File: src/rtl/mvr_pkg.sv
// shared types, constants and functions of the mavlink v1 frame receiver
// checksum step, crc_extra table, controller command and status structs
// no dependencies
`default_nettype none

package mvr_pkg;

  // framing constants
  localparam logic [7:0]  SYNC_BYTE            = 8'hFE;
  localparam logic [15:0] CRC_SEED             = 16'hFFFF;
  localparam logic [8:0]  HEADER_BYTES         = 9'd4;
  localparam int          DEFAULT_BUFFER_DEPTH = 64;
  localparam int          EMIT_LIMIT           = 64;

  // per message id crc_extra byte
  localparam logic [7:0] CRC_EXTRA [256] = '{
    8'd50,  8'd124, 8'd137, 8'd0,   8'd237, 8'd217, 8'd104, 8'd119,
    8'd0,   8'd0,   8'd0,   8'd89,  8'd0,   8'd0,   8'd0,   8'd0,
    8'd0,   8'd0,   8'd0,   8'd0,   8'd214, 8'd159, 8'd220, 8'd168,
    8'd24,  8'd23,  8'd170, 8'd144, 8'd67,  8'd115, 8'd39,  8'd246,
    8'd185, 8'd104, 8'd237, 8'd244, 8'd222, 8'd212, 8'd9,   8'd254,
    8'd230, 8'd28,  8'd28,  8'd132, 8'd221, 8'd232, 8'd11,  8'd153,
    8'd41,  8'd39,  8'd0,   8'd0,   8'd0,   8'd0,   8'd15,  8'd3,
    8'd0,   8'd0,   8'd0,   8'd0,   8'd0,   8'd153, 8'd183, 8'd51,
    8'd82,  8'd118, 8'd148, 8'd21,  8'd0,   8'd243, 8'd124, 8'd0,
    8'd0,   8'd38,  8'd20,  8'd158, 8'd152, 8'd143, 8'd0,   8'd0,
    8'd0,   8'd106, 8'd49,  8'd22,  8'd29,  8'd12,  8'd241, 8'd233,
    8'd0,   8'd231, 8'd183, 8'd63,  8'd54,  8'd0,   8'd0,   8'd0,
    8'd0,   8'd0,   8'd0,   8'd0,   8'd175, 8'd102, 8'd158, 8'd208,
    8'd56,  8'd93,  8'd211, 8'd108, 8'd32,  8'd185, 8'd84,  8'd0,
    8'd0,   8'd124, 8'd119, 8'd4,   8'd76,  8'd128, 8'd56,  8'd116,
    8'd134, 8'd237, 8'd203, 8'd250, 8'd87,  8'd203, 8'd220, 8'd25,
    8'd226, 8'd0,   8'd29,  8'd223, 8'd85,  8'd6,   8'd229, 8'd203,
    8'd1,   8'd0,   8'd0,   8'd0,   8'd0,   8'd0,   8'd0,   8'd0,
    8'd0,   8'd0,   8'd0,   8'd42,  8'd49,  8'd0,   8'd134, 8'd219,
    8'd208, 8'd188, 8'd84,  8'd22,  8'd19,  8'd21,  8'd134, 8'd0,
    8'd78,  8'd68,  8'd189, 8'd127, 8'd154, 8'd21,  8'd21,  8'd144,
    8'd1,   8'd234, 8'd73,  8'd181, 8'd22,  8'd83,  8'd167, 8'd138,
    8'd234, 8'd240, 8'd47,  8'd189, 8'd52,  8'd174, 8'd0,   8'd0,
    8'd0,   8'd0,   8'd0,   8'd0,   8'd0,   8'd0,   8'd0,   8'd0,
    8'd0,   8'd0,   8'd0,   8'd0,   8'd0,   8'd0,   8'd0,   8'd0,
    8'd0,   8'd0,   8'd0,   8'd0,   8'd0,   8'd0,   8'd0,   8'd0,
    8'd0,   8'd0,   8'd0,   8'd0,   8'd0,   8'd0,   8'd0,   8'd0,
    8'd0,   8'd0,   8'd0,   8'd0,   8'd0,   8'd0,   8'd0,   8'd0,
    8'd0,   8'd0,   8'd0,   8'd0,   8'd0,   8'd0,   8'd0,   8'd0,
    8'd0,   8'd0,   8'd0,   8'd0,   8'd0,   8'd0,   8'd0,   8'd0,
    8'd0,   8'd0,   8'd0,   8'd0,   8'd0,   8'd0,   8'd0,   8'd0,
    8'd8,   8'd204, 8'd49,  8'd170, 8'd44,  8'd83,  8'd46,  8'd0
  };

  // commands from controller to datapath
  typedef struct packed {
    logic load_len;   // length byte taken
    logic take_data;  // data byte taken
    logic take_cklo;  // low checksum byte taken
    logic clr_idx;    // good frame, start emitting
    logic rd_issue;   // read stored byte at emit index
    logic next_idx;   // emitted byte taken downstream
  } mvr_cmd_t;

  // status from datapath to controller
  typedef struct packed {
    logic is_sync;    // input byte is the start mark
    logic data_done;  // this data byte completes the frame body
    logic crc_match;  // input byte completes a matching checksum
    logic last_byte;  // byte on the output is the final one
  } mvr_sts_t;

  // one byte step of crc-16/mcrf4xx
  function automatic logic [15:0] crc_step(input logic [15:0] crc, input logic [7:0] data);
    logic [7:0] t;
    t = data ^ crc[7:0];
    t = t ^ {t[3:0], 4'b0000};
    return {8'h00, crc[15:8]} ^ {t, 8'h00} ^ {5'b00000, t, 3'b000} ^ {12'h000, t[7:4]};
  endfunction

endpackage

`default_nettype wire

File: src/rtl/mvr_ram.sv
// generic single write port ram with registered read
// no dependencies
`default_nettype none

module mvr_ram #(
  parameter int WIDTH = 8,
  parameter int DEPTH = 64,
  localparam int AW = (DEPTH > 1) ? $clog2(DEPTH) : 1
) (
  input  wire logic             clk,
  input  wire logic             wr_en,
  input  wire logic [AW-1:0]    wr_addr,
  input  wire logic [WIDTH-1:0] wr_data,
  input  wire logic             rd_en,
  input  wire logic [AW-1:0]    rd_addr,
  output logic      [WIDTH-1:0] rd_data
);

  logic [WIDTH-1:0] mem [DEPTH];

  // write port
  always_ff @(posedge clk) begin
    if (wr_en) begin
      mem[wr_addr] <= wr_data;
    end
  end

  // registered read, held while rd_en is low
  always_ff @(posedge clk) begin
    if (rd_en) begin
      rd_data <= mem[rd_addr];
    end
  end

endmodule

`default_nettype wire

File: src/rtl/mvr_datapath.sv
// datapath of the frame receiver: counters, checksum, frame store, emit index
// depends on mvr_pkg and mvr_ram
`default_nettype none

module mvr_datapath #(
  parameter int BUFFER_DEPTH = mvr_pkg::DEFAULT_BUFFER_DEPTH
) (
  input  wire logic             clk,
  input  wire logic             rst,
  input  wire logic [7:0]       rx_byte,
  input  wire mvr_pkg::mvr_cmd_t cmd,
  output mvr_pkg::mvr_sts_t     sts,
  output logic      [7:0]       frame_byte,
  output logic      [5:0]       byte_index,
  output logic      [7:0]       message_id,
  output logic      [8:0]       frame_length,
  output logic                  truncated,
  output logic                  last
);

  localparam int AW       = (BUFFER_DEPTH > 1) ? $clog2(BUFFER_DEPTH) : 1;
  localparam int EMIT_LIM = (BUFFER_DEPTH < mvr_pkg::EMIT_LIMIT) ? BUFFER_DEPTH
                                                                  : mvr_pkg::EMIT_LIMIT;
  localparam logic [8:0] DEPTH9 = 9'(BUFFER_DEPTH);
  localparam logic [8:0] LIMIT9 = 9'(EMIT_LIM);

  logic [8:0]  expected_length;
  logic [8:0]  received_count;
  logic [8:0]  count_inc;
  logic [15:0] running_crc;
  logic [15:0] final_crc;
  logic [7:0]  checksum_low;
  logic [7:0]  extra_byte;
  logic [6:0]  emit_count;
  logic [5:0]  idx;
  logic        store_wr;

  assign count_inc = received_count + 9'd1;
  assign store_wr  = cmd.take_data && (received_count < DEPTH9);

  // frame length, byte count and running checksum
  always_ff @(posedge clk) begin
    if (rst) begin
      expected_length <= '0;
      received_count  <= '0;
      running_crc     <= mvr_pkg::CRC_SEED;
    end else if (cmd.load_len) begin
      expected_length <= {1'b0, rx_byte} + mvr_pkg::HEADER_BYTES;
      received_count  <= '0;
      running_crc     <= mvr_pkg::crc_step(mvr_pkg::CRC_SEED, rx_byte);
    end else if (cmd.take_data) begin
      received_count  <= count_inc;
      running_crc     <= mvr_pkg::crc_step(running_crc, rx_byte);
    end
  end

  // message id and its crc_extra byte, taken from the fourth data byte
  always_ff @(posedge clk) begin
    if (cmd.take_data && (received_count == 9'd3)) begin
      message_id <= rx_byte;
      extra_byte <= mvr_pkg::CRC_EXTRA[rx_byte];
    end
  end

  // low checksum byte and emit bounds, known once the body is complete
  always_ff @(posedge clk) begin
    if (cmd.take_cklo) begin
      checksum_low <= rx_byte;
      emit_count   <= (received_count < LIMIT9) ? received_count[6:0] : LIMIT9[6:0];
      truncated    <= received_count > LIMIT9;
    end
  end

  // emit index and last marker
  always_ff @(posedge clk) begin
    if (rst) begin
      idx <= '0;
    end else if (cmd.clr_idx) begin
      idx <= '0;
    end else if (cmd.next_idx) begin
      idx <= idx + 6'd1;
    end
  end

  always_ff @(posedge clk) begin
    if (cmd.rd_issue) begin
      last <= ({1'b0, idx} + 7'd1) == emit_count;
    end
  end

  // frame store
  mvr_ram #(
    .WIDTH(8),
    .DEPTH(BUFFER_DEPTH)
  ) u_store (
    .clk    (clk),
    .wr_en  (store_wr),
    .wr_addr(AW'(received_count)),
    .wr_data(rx_byte),
    .rd_en  (cmd.rd_issue),
    .rd_addr(AW'(idx)),
    .rd_data(frame_byte)
  );

  // checksum compare with crc_extra folded in
  assign final_crc = mvr_pkg::crc_step(running_crc, extra_byte);

  assign sts.is_sync   = rx_byte == mvr_pkg::SYNC_BYTE;
  assign sts.data_done = count_inc == expected_length;
  assign sts.crc_match = final_crc == {rx_byte, checksum_low};
  assign sts.last_byte = last;

  assign byte_index   = idx;
  assign frame_length = received_count;

endmodule

`default_nettype wire

File: src/rtl/mvr_ctrl.sv
// controller state machine of the frame receiver
// depends on mvr_pkg
`default_nettype none

module mvr_ctrl (
  input  wire logic              clk,
  input  wire logic              rst,
  input  wire logic              s_tvalid,
  output logic                   s_tready,
  output logic                   m_tvalid,
  input  wire logic              m_tready,
  input  wire mvr_pkg::mvr_sts_t sts,
  output mvr_pkg::mvr_cmd_t      cmd
);

  typedef enum logic [6:0] {
    ST_IDLE = 7'b0000001,
    ST_LEN  = 7'b0000010,
    ST_DATA = 7'b0000100,
    ST_CKLO = 7'b0001000,
    ST_CKHI = 7'b0010000,
    ST_READ = 7'b0100000,
    ST_SEND = 7'b1000000
  } state_t;

  state_t state;
  state_t state_next;
  logic   take;
  logic   give;

  assign s_tready = (state == ST_IDLE) || (state == ST_LEN) || (state == ST_DATA) ||
                    (state == ST_CKLO) || (state == ST_CKHI);
  assign m_tvalid = state == ST_SEND;
  assign take     = s_tvalid && s_tready;
  assign give     = m_tvalid && m_tready;

  // commands
  assign cmd.load_len  = take && (state == ST_LEN);
  assign cmd.take_data = take && (state == ST_DATA);
  assign cmd.take_cklo = take && (state == ST_CKLO);
  assign cmd.clr_idx   = take && (state == ST_CKHI) && sts.crc_match;
  assign cmd.rd_issue  = state == ST_READ;
  assign cmd.next_idx  = give;

  // next state
  always_comb begin
    state_next = state;
    case (state)
      ST_IDLE: begin
        if (take && sts.is_sync) state_next = ST_LEN;
      end
      ST_LEN: begin
        if (take) state_next = ST_DATA;
      end
      ST_DATA: begin
        if (take && sts.data_done) state_next = ST_CKLO;
      end
      ST_CKLO: begin
        if (take) state_next = ST_CKHI;
      end
      ST_CKHI: begin
        if (take) state_next = sts.crc_match ? ST_READ : ST_IDLE;
      end
      ST_READ: begin
        state_next = ST_SEND;
      end
      ST_SEND: begin
        if (give) state_next = sts.last_byte ? ST_IDLE : ST_READ;
      end
      default: begin
        state_next = ST_IDLE;
      end
    endcase
  end

  always_ff @(posedge clk) begin
    if (rst) begin
      state <= ST_IDLE;
    end else begin
      state <= state_next;
    end
  end

endmodule

`default_nettype wire

File: src/rtl/mavlink_v1_frame_receiver.sv
// MAVLink v1 frame receiver: byte in, checked frame bytes out
// input stream s_*: one received byte per request, tdata = rx_byte
// output stream m_*: one stored frame byte per request of a frame whose checksum matched
// the first byte is offered once the high checksum byte is accepted and a read state
//   has fetched it through the registered read of the frame store
// throughput: 1 input byte per cycle while receiving; each output byte is first fetched
//   by the registered read of the frame store, after the byte before it was taken
// no input is taken while a frame is being emitted; a stalled m_tready holds the
//   current byte and stops the emission, and with it the input side
// bad checksums drop the frame silently and the block goes back to hunting sync
// frames longer than the store keep counting and checksumming; truncated is set
// reset (rst, synchronous) returns to hunting for the 0xFE start mark
// depends on mvr_pkg, mvr_ctrl, mvr_datapath, mvr_ram
`default_nettype none

module mavlink_v1_frame_receiver #(
  parameter int BUFFER_DEPTH = mvr_pkg::DEFAULT_BUFFER_DEPTH
) (
  input  wire logic        clk,
  input  wire logic        rst,
  input  wire logic        s_tvalid,
  output logic             s_tready,
  input  wire logic [7:0]  s_tdata,   // [7:0] rx_byte
  output logic             m_tvalid,
  input  wire logic        m_tready,
  output logic      [31:0] m_tdata,   // [7:0] frame_byte, [13:8] byte_index,
                                      // [21:14] message_id, [30:22] frame_length, [31] zero
  output logic             m_tuser,   // [0] truncated
  output logic             m_tlast
);

  mvr_pkg::mvr_cmd_t cmd;
  mvr_pkg::mvr_sts_t sts;
  logic [7:0]        frame_byte;
  logic [5:0]        byte_index;
  logic [7:0]        message_id;
  logic [8:0]        frame_length;

  mvr_ctrl u_ctrl (
    .clk     (clk),
    .rst     (rst),
    .s_tvalid(s_tvalid),
    .s_tready(s_tready),
    .m_tvalid(m_tvalid),
    .m_tready(m_tready),
    .sts     (sts),
    .cmd     (cmd)
  );

  mvr_datapath #(
    .BUFFER_DEPTH(BUFFER_DEPTH)
  ) u_datapath (
    .clk         (clk),
    .rst         (rst),
    .rx_byte     (s_tdata),
    .cmd         (cmd),
    .sts         (sts),
    .frame_byte  (frame_byte),
    .byte_index  (byte_index),
    .message_id  (message_id),
    .frame_length(frame_length),
    .truncated   (m_tuser),
    .last        (m_tlast)
  );

  // output packing
  assign m_tdata = {1'b0, frame_length, message_id, byte_index, frame_byte};

`ifndef ASSERT_OFF
  // input and output sides never active together
  a_sides_exclusive: assert property (@(posedge clk) disable iff (rst)
    !(s_tready && m_tvalid))
    else $error("input ready while emitting");

  // last byte of a frame ends the emission
  a_last_ends: assert property (@(posedge clk) disable iff (rst)
    (m_tvalid && m_tready && m_tlast) |=> (!m_tvalid && s_tready))
    else $error("emission continued after last byte");

  // bytes of a frame come out in index order
  a_index_step: assert property (@(posedge clk) disable iff (rst)
    (m_tvalid && m_tready && !m_tlast) |=> ##1
      (m_tvalid && (m_tdata[13:8] == 6'($past(m_tdata[13:8], 2) + 6'd1))))
    else $error("byte index did not advance by one");

  // a new emission starts at index zero
  a_index_start: assert property (@(posedge clk) disable iff (rst)
    (m_tvalid && !$past(m_tvalid) && $past(s_tready, 2)) |-> (m_tdata[13:8] == 6'd0))
    else $error("frame emission did not start at index zero");
`endif

endmodule

`default_nettype wire
File: config.mk
export PLATFORM = sky130hd
export DESIGN_NAME = mavlink_v1_frame_receiver
export DESIGN_NICKNAME = d
export VERILOG_FILES = /design/src/rtl/mvr_pkg.sv /design/src/rtl/mvr_ram.sv /design/src/rtl/mvr_datapath.sv /design/src/rtl/mvr_ctrl.sv /design/src/rtl/mavlink_v1_frame_receiver.sv
export SDC_FILE = /design/constraint.sdc
export NUM_CORES = 1
export LEC_CHECK = 0
export ABC_CLOCK_PERIOD_IN_PS = 3900
export BUFFER_PORTS_ARGS = -buffer_cell sky130_fd_sc_hd__buf_2
export CORE_UTILIZATION = 45
export CTS_CLUSTER_DIAMETER = 50
export DETAILED_ROUTE_END_ITERATION = 8
export GPL_TIMING_DRIVEN = 1
export PLACE_DENSITY_LB_ADDON = 0.2
export SYNTH_ARGS = -nofsm -noshare
export SYNTH_HDL_FRONTEND = slang
export SYNTH_HIERARCHICAL = 1
export SYNTH_SLANG_ARGS = --single-unit
File: constraint.sdc
create_clock -name clk -period 3.9 [get_ports clk]
set_input_delay 0.195 -clock clk [delete_from_list [all_inputs] [get_ports clk]]
set_output_delay 0.195 -clock clk [all_outputs]
set_load 0.005 [all_outputs]
Word level (Yosys, flattened, before mapping)
Memories as Yosys holds them, arrays and structs flattened. A register that Yosys moved wholly into a read port is not among the register bits.
Cells that the tools add are included.

word-level totals
  bits of input ports = 12
  memories kept = 2
  word-level logic and storage cells = 83
  flip-flop bits (word level) = 72
  output and inout port bits = 36
  memory bits (writable) = 512
  bits in read-only memories = 2048

memory list
  memory                  depth  bits a word  rd ports  clocked after Yosys merged registers in  write ports  line                text
  (no name shown)         256    8            1         1                                        0            mvr_datapath.sv:61  extra_byte <= mvr_pkg::CRC_EXTRA[rx_byte];
  u_datapath.u_store.mem  64     8            1         1                                        1            mvr_ram.sv:19       logic [WIDTH-1:0] mem [DEPTH];

operators by class
  mux-type cells = 13
  equality and inequality tests = 18
  bitwise logic cells = 15
  order comparisons = 2
  $add $sub $neg = 4
  reduce and logical (&&, ||, !) cells = 19

operator list
  kind                                                                          count
  7-bit one-hot mux with 7 select lines                                         1
  16-bit by 11-bit XOR with 16-bit output                                       3
  16-bit by 4-bit XOR with 16-bit output                                        3
  7-bit 2-to-1 mux                                                              6
  8-bit XOR                                                                     5
  16-bit 2-to-1 mux                                                             2
  8-bit by 16-bit XOR with 16-bit output                                        2
  16-bit == test                                                                1
  6-bit 2-to-1 mux                                                              2
  1-bit logical AND                                                             11
  8-bit by 3-bit adder with 9-bit output, second input constant                 1
  9-bit by 1-bit adder with 9-bit output, second input constant                 1
  9-bit by 2-bit == test with 1-bit output, second input constant               1
  9-bit == test                                                                 1
  9-bit by 7-bit > comparator with 1-bit output, second input constant          1
  9-bit by 7-bit less-than comparator with 1-bit output, second input constant  1
  8-bit inverter with 9-bit output                                              1
  8-bit == test, second input constant                                          1
  8-bit inverter                                                                1
  6-bit by 1-bit adder with 7-bit output, second input constant                 1
  7-bit by 1-bit == test with 1-bit output, second input constant               1
  7-bit by 2-bit == test with 1-bit output, second input constant               1
  7-bit by 3-bit == test with 1-bit output, second input constant               1
  7-bit by 4-bit == test with 1-bit output, second input constant               1
  12 further kinds                                                              21

Depth between registers and ports, before layout
Gate-level depths: netlist (run 1).

  depth in word-level cells = 10
  depth in mapped cells = 12
  depth with buffers taken out = 12

Hierarchy
The synthesis (run 1) kept the hierarchy.

by module, submodules not included
  module                     instances  sequential area each (µm²)  cells each  area an instance (µm²)
  mvr_ram                    1          15615.0                     940         20246.9
  mvr_datapath               1          1791.7                      779         6294.8
  mvr_ctrl                   1          140.1                       71          560.5
  mavlink_v1_frame_receiver  1          0.0                         2           11.3

Worst setup path before layout (run 1)
OpenSTA, ideal clock, no wires.

  path type = reg2reg
  start = register u_ctrl.state[6]
  end = memory u_datapath.u_store.mem[62][0], enable pin
  data arrival time = 2700 ps
  data required time = 3530 ps
  setup slack = 830 ps
  path buffers = 2
  period minus slack after synthesis = 3070 ps
  setup time = 370 ps
  cell stages (with the launch flop) = 11
  cells stage by stage = dfxtp_1 > nor4_1 > nand3_1 > nor2_1 > clkbuf_1 > inv_1 > clkbuf_1 > nor2_1 > nor2b_1 > nand3_1 > nor2_1

RTL lines
  item                    line            text
  from (decl)             mvr_ctrl.sv:26  state_t state;
  from (signal assigned)  mvr_ctrl.sv:80  state <= state_next;
  to (decl)               mvr_ram.sv:19

==> results of run 1 <==
## state kept, by name, summed over array words and instances, names as in the netlist, 8 cells and up
| name | count |
|---|---|
| u_datapath/running_crc | 16 |
| u_datapath/u_store/rd_data | 8 |
| u_datapath/message_id | 8 |
| u_datapath/u_store/mem | 512 |
| u_datapath/expected_length | 9 |
| u_datapath/checksum_low | 8 |
| u_datapath/extra_byte | 8 |
| u_datapath/frame_length | 9 |
## worst paths after layout
check                                start                       endpoint  slack (ps)  depth (start not counted)
max reg2reg                u_ctrl/state[6]  u_datapath/u_store/mem[56][2]         500                          9
max                        u_ctrl/state[6]  u_datapath/u_store/mem[56][2]         500                          9
min reg2reg  u_datapath/expected_length[6]  u_datapath/expected_length[6]         500                          2
min                             s_tdata[6]  u_datapath/u_store/mem[15][6]          60                          1
## cells by family after synthesis
family | after synthesis
and+or+nand+nor | 464
muxes | 176
DFF | 600
AOI/OAI and AO/OA | 300
buffers and inverters | 142
xor gates and xnor gates | 91
other | 1
adders and majority gates | 18
## through the flow
step                      power [mW]  area, µm²  setup WS (ps)  instances
after global placement         7.878      28400          533.9       2578
after global routing           14.53      30650          286.7       2702
after floorplan                7.621      27110          830.0       1792
after detailed placement       7.877      28400          494.6       2578
after CTS                      14.21      30650          472.9       2702
final                          14.10      30650          500.4       2702
## cell usage after synthesis (5+ instances only)
library cell / n
nand2b_1: 30
and3_1: 7
buf_1: 7
buf_2: 40
o21ai_0: 50
a211o_1: 6
a311oi_1: 7
nand4_1: 10
xor2_1: 29
buf_4: 21
or3_1: 8
mux2i_1: 34
o2111ai_1: 7
a211oi_1: 16
a31oi_1: 13
nor3_1: 31
nand3_1: 45
inv_1: 14
a21oi_1: 66
nand3b_1: 7
edfxtp_1: 553
o21a_1: 5
clkbuf_1: 44
a21o_1: 6
nor2b_1: 27
ha_1: 18
buf_6: 10
o22ai_1: 17
xnor2_1: 55
or2_2: 10
and2_1: 12
a2111oi_0: 6
o221ai_1: 17
dfxtp_1: 47
mux4_2: 127
a221oi_1: 15
nor4_1: 8
nand2_1: 78
o211ai_1: 14
a22oi_1: 7
mux2_2: 15
nor2_1: 175
## final cells by class
class                           instances  share of cell area, %
Sequential cell                       600                  57.30
Multi-Input combinational cell       1050                  28.73
Clock buffer                           79                  5.859
Timing Repair Buffer                  141                  3.364
Tap cell                              773                  3.156
Clock inverter                         42                  1.384
Inverter                               17                 0.2082
## worst max-delay path, cell delays in order, from the launching register on
cell and delay, ps:
dfxtp_1 340, nor4_1 350, buf_4 190, nand3_1 120
nor2_1 170, inv_1 80, nor2_1 280, nor2b_1 310
nand2_1 430, nor2_1 750
## per-layer routing
metal | share of wire [%] | up-vias | global-route usage (%)
li1 | - | 7223 | -
met3 | 6.9 | 123 | 4.141
met1 | 43 | 8518 | 34.20
met2 | 47 | 734 | 37.86
met5 | 0 | - | 0
met4 | 2.6 | 0 | 8.336
## power by group through the flow
stage	Sequential, mW	Clock (mW)	Combinational, mW
after floorplan	7.18	0	0.437
after global placement	7.19	0	0.687
after detailed placement	7.19	0	0.684
after CTS	7.06	6.47	0.689
after global routing	7.06	6.72	0.754
final	7.06	6.33	0.704
==> results.py, run 1 <==
metrics = {
    "outcome": {
        "status": "finished clean",
    },
    "clock_network": {
        "cts_root_buf": "clkbuf_16",
        "cts-buffers-inserted": 69,
        "clk_latency_ps": 620,
        "clk_pin_slew_ps": 60,
        "ctsHoldBuffers": 3,
        "htree_levels": 3,
        "cts-resized-gates": 0,
        "cts_tree": "done",
        "clock_sinks": 600,
        "clockBufferDepth": 3,
        "cts_setup_buffers": 0,
    },
    "synth": {
        "yosys.area_share.simple_pct": 8.279,
        "ys_types": 86,
        "ys.flop_type": "edfxtp_1",
        "avgSynthCellArea_um2": 15.13,
        "synthCells": 1792,
        "syn_nets": 1822,
        "synth_top_area_share_pct": 61.25,
        "synth_fa_ha_area_share_pct": 0.8306,
        "synth_area_leader_cell": "edfxtp_1",
        "ys_warn_count": 6,
        "synth_xor_xnor_area_share_pct": 3.175,
        "synth_area_um2": 27110,
        "synth-seq-cells": 600,
        "synth_top_family_by_area": "multiplexers",
        "synthTopCellsByArea": "edfxtp_1 (61%), mux4_2 (11%), dfxtp_1 (3.5%)",
        "yosysSeqAreaShare_pct": 64.72,
        "ys_async_sr_fraction_pct": 0,
        "synthMuxAreaShare_pct": 12.43,
        "synth_compound_area_share_pct": 7.716,
        "synth_edf_count": 553,
    },
    "grt": {
        "antenna_found_initial": 1,
        "gr-total-overflow": 0,
        "grt_pass1_wl_mm": 108.0,
        "grt_max_degree": 73,
        "first_global_vias": 16500,
        "grt_usage_pct": 24.17,
    },
    "sta": {
        "period_minus_slack_ps": 3400,
        "tns_ps": 0,
        "rsz0062_at_grt": "no",
        "drv_slew": 0,
        "fmax_mhz": 294.2,
        "clock_skew_ps": 33.58,
        "timing.slew.headroom_pct": 35.22,
        "finalHoldViolCount": 0,
        "tightest_slew_ps": 971.7,
        "setup_violations": 0,
        "fin_crit_sh_pct": 87.17,
        "whs_ps": 61.61,
    },
    "power": {
        "pwr-share-clk_pct": 44.9,
        "switching_share_pct": 22.01,
        "pwr-share-comb_pct": 5.0,
        "pwr-share-seq_pct": 50.1,
        "total_leakage_power_nw": 9.648,
        "power.internal_mw": 10.99,
        "ir_worst_vdd_v": 0.0002770,
        "p_switching_mw": 3.102,
        "power.density_nw_per_um2": 459.9,
    },
    "placed_design": {
        "place_hpwl_mm": 46.17,
        "gp_congestion": 0.9390,
        "io_buffers": 46,
    },
    "routing": {
        "drt-total-wl_mm": 72.85,
        "drtIter0Drc": 1766,
        "first_pass_iters": 6,
        "viasPerCell": 6.143,
        "wl_per_cell_um": 26.96,
        "drc": 0,
        "routed-via-count": 16600,
        "drtAntennaViolNets": 0,
    },
    "final_layout": {
        "synthToLayoutAreaGrowth_pct": 13.03,
        "layout_commonest_cell": "edfxtp_1",
        "drive_gt1_share_pct": 22.14,
        "nFillCells": 4885,
        "antenna_cells": 0,
        "seqCellArea_um2": 17560,
        "multi_input_area_um2": 8803,
        "layout_common_cells": "edfxtp_1 (553), nor2_1 (174), mux4_2 (127), buf_4 (94), nand2_1 (78)",
        "fin_nets": 1909,
        "final_util_pct": 51.73,
    },
    "setup_path": {
        "arrival_ps": 3630,
        "critPathCaptureType": "flip-flop",
        "cp-start-kind": "flip-flop",
        "worst-path-max-fanout": 8,
        "crit_required_ps": 4130,
        "path_class": "flip-flop to flip-flop",
    },
    "job": {
        "maxCapViolations": 0,
    },
    "die": {
        "dieArea_um2": 61240,
        "design.core.area_um2": 59240,
        "boundaryPins": 48,
        "start_util_pct": 45.77,
        "fp.dieW_um": 247.5,
        "dieHeight_um": 247.5,
        "fp-row-count": 89,
    },
    "min_path": {
        "holdCritPathClass": "input port to flip-flop",
    },
}
Note: power is estimated with default switching activity, not from simulation.
==> run 2, diff against run 1 <==
BUFFER_PORTS_ARGS = -buffer_cell sky130_fd_sc_hd__clkbuf_2   (was -buffer_cell sky130_fd_sc_hd__buf_2)
==> run 2 against run 1 <==
- cell count decreased by 0.93%
- core utilization down 0.47 points
- critical path depth is the same
- register-to-register slack worse by 300 ps
- the run now ends with max-capacitance violations left
- critical path type unchanged
- global-route usage down 0.12 points
- first-iteration DRC count increased by 3.5%
- largest cell class unchanged
==> results.py, run 2 (synthesis results as in run 1) <==
metrics = {
    "sta": {
        "finalWorstSetupSlack_ps": 200.3,
        "setup_violations": 0,
        "whs_ps": 34.15,
        "drv_slew": 0,
        "timing.slew.headroom_pct": 2.547,
        "tightest_slew_ps": 1425,
        "period_minus_slack_ps": 3700,
        "clock_skew_ps": 24.64,
        "fin_crit_sh_pct": 94.86,
        "finalHoldViolCount": 0,
        "rsz0062_at_grt": "yes",
        "fmax_mhz": 270.3,
    },
    "routing": {
        "wl_per_cell_um": 27.16,
        "viasPerCell": 6.149,
        "drtAntennaViolNets": 0,
        "drtIter0Drc": 1827,
        "routed-via-count": 16460,
        "drt-total-wl_mm": 72.71,
        "drc": 0,
        "first_pass_iters": 5,
    },
    "final_layout": {
        "fin_nets": 1882,
        "antenna_cells": 0,
        "largest_reg_flops": 512,
        "layout_commonest_cell": "edfxtp_1",
        "reg_top3": "u_datapath/u_store/mem x512, u_datapath/running_crc x16",
        "nFillCells": 4991,
        "top_register": "u_datapath/u_store/mem",
        "layout_common_cells": "edfxtp_1 (553), nor2_1 (174), mux4_2 (127), nand2_1 (78), buf_4 (71)",
        "seqCellArea_um2": 17560,
        "fin_area_um2": 30370,
        "drive_gt1_share_pct": 20.85,
        "synthToLayoutAreaGrowth_pct": 12.01,
        "multi_input_area_um2": 8803,
        "final_util_pct": 51.26,
    },
    "grt": {
        "first_global_vias": 16270,
        "grt_pass1_wl_mm": 107.5,
        "grt_usage_pct": 24.06,
        "antenna_found_initial": 1,
        "grt_max_degree": 88,
        "gr-total-overflow": 0,
    },
    "setup_path": {
        "reg2reg_from": "u_ctrl/state[6]",
        "cp-start-kind": "flip-flop",
        "reg2reg_depth": 9,
        "reg2reg_slack_ps": 200,
        "path_class": "flip-flop to flip-flop",
        "worst-path-max-fanout": 11,
        "r2r_end": "u_datapath/u_store/mem[36][0]",
        "arrival_ps": 3930,
        "crit_required_ps": 4130,
        "critPathCaptureType": "flip-flop",
    },
    "placed_design": {
        "gp_congestion": 0.9083,
        "place_hpwl_mm": 45.83,
        "io_buffers": 46,
        "dpl_cell_area_um2": 28220,
        "place_ws_ps": 232.6,
    },
    "power": {
        "pwr-share-comb_pct": 5.1,
        "p_switching_mw": 3.133,
        "switching_share_pct": 22.65,
        "pwr-share-seq_pct": 51.0,
        "total_leakage_power_nw": 9.444,
        "pwr-share-clk_pct": 43.9,
        "power.internal_mw": 10.70,
        "ir_worst_vdd_v": 0.0002834,
        "power.density_nw_per_um2": 455.5,
    },
    "clock_network": {
        "cts_setup_buffers": 0,
        "cts_root_buf": "clkbuf_16",
        "cts_tree": "done",
        "clock_sinks": 600,
        "clk_latency_ps": 610,
        "htree_levels": 3,
        "cts-resized-gates": 0,
        "clockBufferDepth": 3,
        "clk_pin_slew_ps": 60,
        "cts-buffers-inserted": 66,
    },
    "job": {
        "maxCapViolations": 1,
    },
    "die": {
        "dieHeight_um": 247.5,
        "fp-row-count": 89,
        "start_util_pct": 45.77,
        "fp.dieW_um": 247.5,
        "boundaryPins": 48,
        "dieArea_um2": 61240,
        "design.core.area_um2": 59240,
    },
    "outcome": {
        "status": "complete, but fails checks",
        "violations": "max-capacitance violations",
    },
    "min_path": {
        "hp-start": "s_tvalid",
        "holdCritPathClass": "input port to flip-flop",
        "hold-path-endpoint": "u_ctrl/state[0]",
        "hold_depth": 4,
    },
}
-- run 2: critical path, cell delays in order, from the launching register on --
cell     delay, ps
dfxtp_1        350
nor4_1         560
nand3_1        230
nor2_1         180
inv_1          220
nor2_1         160
buf_4          170
nor2b_1        260
nand2_1        460
nor2_1         710
-- run 2: area by class of cell --
| cell class | count | area share [%] |
|---|---|---|
| inverter | 17 | 0.2101 |
| clock buffer | 73 | 5.525 |
| clock inverter | 47 | 1.475 |
| tap | 773 | 3.185 |
| multi-input combinational | 1050 | 28.99 |
| sequential | 600 | 57.82 |
| timing repair buffer | 117 | 2.793 |
-- run 2: metrics by stage --
stage,setup TNS (ps),cells,total power [mW]
floorplan,0,1792,7.621
global placement,0,2555,7.882
detailed placement,0,2555,7.885
CTS,0,2677,13.93
global route,-877.3,2677,14.22
finish,0,2677,13.83
-- run 2: worst max path at each step --
stage / slack (ps) / start / depth (start not counted) / to
final: 200 / u_ctrl/state[6] / 9 / u_datapath/u_store/mem[36][0]
after detailed placement: 230 / u_ctrl/state[6] / 9 / u_datapath/u_store/mem[4][1]
after global placement: 310 / u_ctrl/state[6] / 9 / u_datapath/u_store/mem[60][3]
after CTS: 210 / u_ctrl/state[6] / 9 / u_datapath/u_store/mem[4][7]
after floorplan: 830 / u_ctrl/state[6] / 10 / u_datapath/u_store/mem[62][0]
after global routing: -40 / u_ctrl/state[6] / 9 / u_datapath/u_store/mem[12][0]
-- run 2: layer usage --
layer	part of all wire [%]	GRT usage (%)	vias up
li1	-	-	7170
met1	43	34.70	8422
met2	46	36.58	726
met3	7.5	4.542	142
met4	2.9	8.336	0
met5	0	0	-
-- run 2: power by group through the flow --
stage / registers [mW] / clock network, mW / logic, mW
6_report: 7.06 / 6.07 / 0.707
5_1_grt: 7.06 / 6.41 / 0.760
4_1_cts: 7.06 / 6.17 / 0.696
3_5_place_dp: 7.19 / 0 / 0.692
3_3_place_gp: 7.19 / 0 / 0.689
2_1_floorplan: 7.18 / 0 / 0.437
-- run 2: repair_timing --
action	4_1_cts	5_1_grt
setup endpoints to repair	0	40
hold endpoints to repair	2	0
hold buffers	2	0
